<file path="src/rtl/bspe_ram.sv">
`timescale 1ns / 1ps
module bspe_ram #(
  parameter int WIDTH = 32,
  parameter int DEPTH = 64,
  parameter int AW    = $clog2(DEPTH)
) (
  input  logic             clk,
  input  logic             we,
  input  logic [AW-1:0]    waddr,
  input  logic [WIDTH-1:0] wdata,
  input  logic [AW-1:0]    raddr,
  output logic [WIDTH-1:0] rdata
);

  logic [WIDTH-1:0] mem [DEPTH];
  logic [WIDTH-1:0] rdata_r;

  // one write port, registered read port
  always_ff @(posedge clk) begin
    if (we) begin
      mem[waddr] <= wdata;
    end
    rdata_r <= mem[raddr];
  end

  assign rdata = rdata_r;

endmodule

</file>
<file path="config.mk">
export PLATFORM = sky130hd
export DESIGN_NAME = bspe_ram
export DESIGN_NICKNAME = d
export VERILOG_FILES = /design/src/rtl/bspe_ram.sv
export SDC_FILE = /design/constraint.sdc
export NUM_CORES = 2
export LEC_CHECK = 0
export BUFFER_PORTS_ARGS = -buffer_cell sky130_fd_sc_hd__clkbuf_2
export CORE_MARGIN = 2
export CORE_UTILIZATION = 55
export DETAILED_ROUTE_END_ITERATION = 16
export GPL_ROUTABILITY_DRIVEN = 0
export GPL_TIMING_DRIVEN = 1
export PLACE_DENSITY = 0.71
export SYNTH_ARGS = -nofsm -noshare
export SYNTH_HDL_FRONTEND = slang
export SYNTH_SLANG_ARGS = --single-unit
</file>
<file path="constraint.sdc">
create_clock -name clk -period 3.6 [get_ports clk]
set_clock_uncertainty 0.15 [all_clocks]
set_input_delay 0 -clock clk [delete_from_list [all_inputs] [get_ports clk]]
set_output_delay 0 -clock clk [all_outputs]
set_load 0.01 [all_outputs]
</file>
Word level (Yosys, flattened, before mapping). Memories as Yosys holds them, arrays and structs flattened. A register that Yosys moved wholly into a read port is not among the register bits. Index checks and enable logic that the tools add are counted.

Register bits after elaboration: 0. Logic and storage cells: 3. Bits in writable memories: 2048. Input port bits: 46. Memories kept: 1.

Memories: mem (words 64, bits a word 32, rd ports 1, clocked after memory_dff 1, write ports 1, RTL line 15) `logic [WIDTH-1:0] mem [DEPTH];`.

Mux-type cells: 2.

Operator list (count): 1-bit two-way mux (2).

Depth between registers and ports, before layout.
Depth after elaboration: 2. Mapped depth: 10. Mapped depth without buffers: 5.

Least setup slack after synthesis. No wires, ideal clock.

Kind: input-to-reg. Start point: in waddr[3]. End point: mem mem[48][0], enable pin. Setup slack: 0.290 ns. Cell stages on the path: 4. Library setup time: 0.461 ns. Required time: 2.989 ns. Data arrival time: 2.699 ns. Path buffers: 1. Path through: clkbuf_1 -> nor2b_1 -> nand4b_1 -> nor3_1.

RTL lines: from (decl) (RTL line 9) `input logic [AW-1:0] waddr,`; to (decl) (RTL line 15).

No word-level cell before the write port.

Worst setup path after layout.
Start point: in waddr[1]. End point: mem mem[55][16], enable pin.

No word-level cell before the write port.

==> flow_metrics.tcl <==
set metrics [dict create \
    status "finished clean" \
    synthToLayoutAreaGrowth_pct 14.75 \
    synthTopCellsByCount "2,048 x edfxtp_1, 544 x mux4_2, 137 x nor2_1, 93 x mux2i_1, 84 x o22ai_1" \
    crit_cells 6 \
    synth_cells 3324 \
    wirelength_um 197000 \
    firstDrtPassIters 7 \
    synth_area_leaders "edfxtp_1 78%, mux4_2 16%, mux2i_1 1.2%, dfxtp_1 0.82%, o22ai_1 0.67%" \
    ys_seq_elements 2080 \
    drive_above_1_share 0.3094 \
    critPathCapture "mem[55][16]$_DFFE_PP_" \
    area.sequential_sq_mm 0.06214 \
    crit_path_max_fanout 11 \
    max-vdd-ir-drop_uv 454.1 \
    die_y_um 381.8 \
    grt_start_max_net_pins 68 \
    synth_flop_cell "edfxtp_1" \
    grt-ovfl-total 0 \
    core_area_sq_mm 0.1416 \
    criticalPathCategory "input pin to register" \
    min_period_over_period 0.7297 \
    post_cts_resize_count 0 \
    antenna_found_initial 9 \
    yosysTopAreaCell "edfxtp_1" \
    n_fill_cell 9175 \
    powerDensity_mw_per_mm2 560.6 \
    hold_viol 0 \
    drc 0 \
    syn_area_sq_mm 0.07852 \
    initial_core_util 0.5545 \
    crit_path_frequent_cell "dlygate4sd3_1" \
    yosysMostFrequentCell "edfxtp_1" \
    crit_path_end_kind "register" \
    finalCriticalPeriod_ps 2627 \
    nets 3722 \
    pre_cts_ws_ps 542.4 \
    maxSlewHeadroom 0.1904 \
    cp-start-kind "input pin" \
    grt_util_all_layers 0.2734 \
    rr_endpoint "rdata[29]$_DFF_P_" \
    rows 138 \
    worstMarginPinSlew_ps 1214 \
    crit_start "waddr[1]" \
    ios 78 \
    ys_types 34 \
    synth-seq-area-share 0.7914 \
    clk_path_buf_depth 3 \
    cpLargestDelayFamily "buffers and inverters" \
    insertion_delay_ps 830 \
    dr.first_iter.drc_count 5193 \
    crit_arrival_ps 2920 \
    clockRootBuffer "clkbuf_16" \
    setup_violations 0 \
    cts_tree "built" \
    required_ps 3900 \
    crit_path_cell_trace "dlygate4sd3_1 -> clkbuf_2 -> nand2_1 -> dlygate4sd3_1 -> nor2_4 -> dlygate4sd3_1" \
    ff2ff_path_depth 4 \
    first_global_vias 37870 \
    die-area_sq_mm 0.1458 \
    die_w_um 381.8 \
    vias 37810 \
    cts_buffers 199 \
    min-delay-path-class "input pin to register" \
    reg2reg_slack_ps 1230 \
    routedWlPerCell_um 34.30 \
    hpwlAfterDp_um 114700 \
    io_buffers 77 \
    cap_violations 0 \
    vias_per_cell 6.583 \
    crit_path_max_incr_delay_ps 1160 \
    ctsHtreeMaxLevel 4 \
    grt_first_pass_wirelength_um 279300 \
    slew_violations 0 \
    multi_input_area_sq_mm 0.01597 \
    slowest_stage "dlygate4sd3_1" \
    rsz0062_at_grt "no" \
    cts.sinks 2080 \
    syn_nets 3370 \
    avgSynthCellArea_sq_um 23.62 \
    clk_pin_slew_ps 60 \
    power.leakage_nw 28.32 \
    synth_top_area_frac 0.7833 \
    path_buf_inv 4 \
    async_reset_ff_frac 0 \
    synth-edff-count 2048 \
    ant_nets 0 \
    synth-warning-count 0 \
    rr_startpoint "mem[19][29]$_DFFE_PP_" \
    fin_setup_tns_ps 0 \
    fin_ws_ps 973.0 \
    fmaxAchievable_ghz 0.3807 \
]
[worst reg2reg max path, stage by stage, from the launching register on]
cell and delay (ps):
edfxtp_1 390, mux4_2 490, mux4_2 540, o22ai_1 530
nor2_1 130
[where the power goes]
group | leakage (nW) | switching (W) | internal, W | total [W]
Combinational | 6.41 | 0.00159 | 0.000984 | 0.00258
Sequential | 18.7 | 0.000132 | 0.0268 | 0.0269
Clock | 3.22 | 0.00887 | 0.0121 | 0.0210
[layout make-up]
type	count	share of cell area
Clock inverter	112	0.01361
Tap cell	1890	0.02625
Multi-Input combinational cell	1062	0.1772
Antenna cell	4	0.0001111
Timing Repair Buffer	333	0.03343
Clock buffer	263	0.05965
Sequential cell	2080	0.6897
[what timing repair did]
item                      4_1_cts  5_1_grt
buffers inserted                0        0
hold endpoints to repair     1310        0
hold buffers                   42        0
[cell families after synthesis]
logic type / count (synthesis) / synth area share
flops: 2080 / 0.7914
mux: 637 / 0.1679
simple gates: 223 / 0.01265
compound gates: 202 / 0.01673
buf+inv: 182 / 0.01128
[through the flow]
step           power (W)  instances    util  hold slack [ps]  cell area (sq um)
2_1_floorplan    0.02870       3324       -           -51.13              78520
3_3_place_gp     0.02995       5323  0.5867            242.1              83060
3_5_place_dp     0.03000       5323  0.5867            242.8              83060
4_1_cts          0.05074       5740  0.6363            7.152              90080
5_1_grt          0.05180       5741  0.6363            62.97              90090
6_report         0.05051       5744  0.6363            40.88              90090
[registers in the layout (all words and copies together) (netlist names)]
register and cells:
mem 2048, rdata 32
[layer usage]
metal	wire (um)	GRT usage	vias to the layer above
met1	74190	0.3880	20080
met2	94020	0.4256	2361
met5	48	0	-
met4	8424	0.1061	8
li1	-	-	14970
met3	20320	0.05518	392
[cells in the final DEF, fill, tap and decap left out, types with 3 or more instances in the layout]
cell type / Yosys / final
edfxtp_1: 2048 / 2048
mux4_2: 544 / 544
clkbuf_16: 0 / 202
buf_4: 25 / 169
mux2i_1: 93 / 93
o22ai_1: 84 / 84
nor2_1: 137 / 75
clkbuf_2: 0 / 73
a21oi_1: 62 / 62
nor2_4: 0 / 62
clkbuf_1: 74 / 52
buf_12: 0 / 45
dlygate4sd3_1: 0 / 42
clkinv_1: 0 / 36
clkinv_2: 0 / 34
dfxtp_1: 32 / 32
o221ai_1: 27 / 27
nand2_1: 26 / 26
bufinv_16: 0 / 22
nor2b_1: 15 / 15
a22oi_1: 12 / 12
clkbuf_8: 0 / 9
a311oi_1: 8 / 8
nand2b_1: 8 / 7
nand3b_1: 5 / 5
nor3_1: 7 / 5
nand3_1: 5 / 5
inv_6: 0 / 5
diode_2: 0 / 4
and3_1: 4 / 4
a41o_1: 4 / 4
o32ai_1: 4 / 4
clkinvlp_4: 0 / 4
or3b_2: 3 / 3
or3_1: 3 / 3
clkinv_8: 0 / 3
clkinv_4: 0 / 3
buf_8: 0 / 3
[worst min path at each step]
stage | startpoint | endpoint | slack (ps) | cells after the start
after global placement | rdata[17]$_DFF_P_ | rdata[17] | 240 | 1
after global routing | waddr[5] | mem[54][14]$_DFFE_PP_ | 60 | 3
after floorplan | wdata[0] | mem[0][0]$_DFFE_PP_ | -50 | 0
after CTS | waddr[4] | mem[54][14]$_DFFE_PP_ | 7 | 3
final | raddr[0] | rdata[18]$_DFF_P_ | 40 | 6
after detailed placement | rdata[4]$_DFF_P_ | rdata[4] | 240 | 1
(Power assumes the default switching activity.)
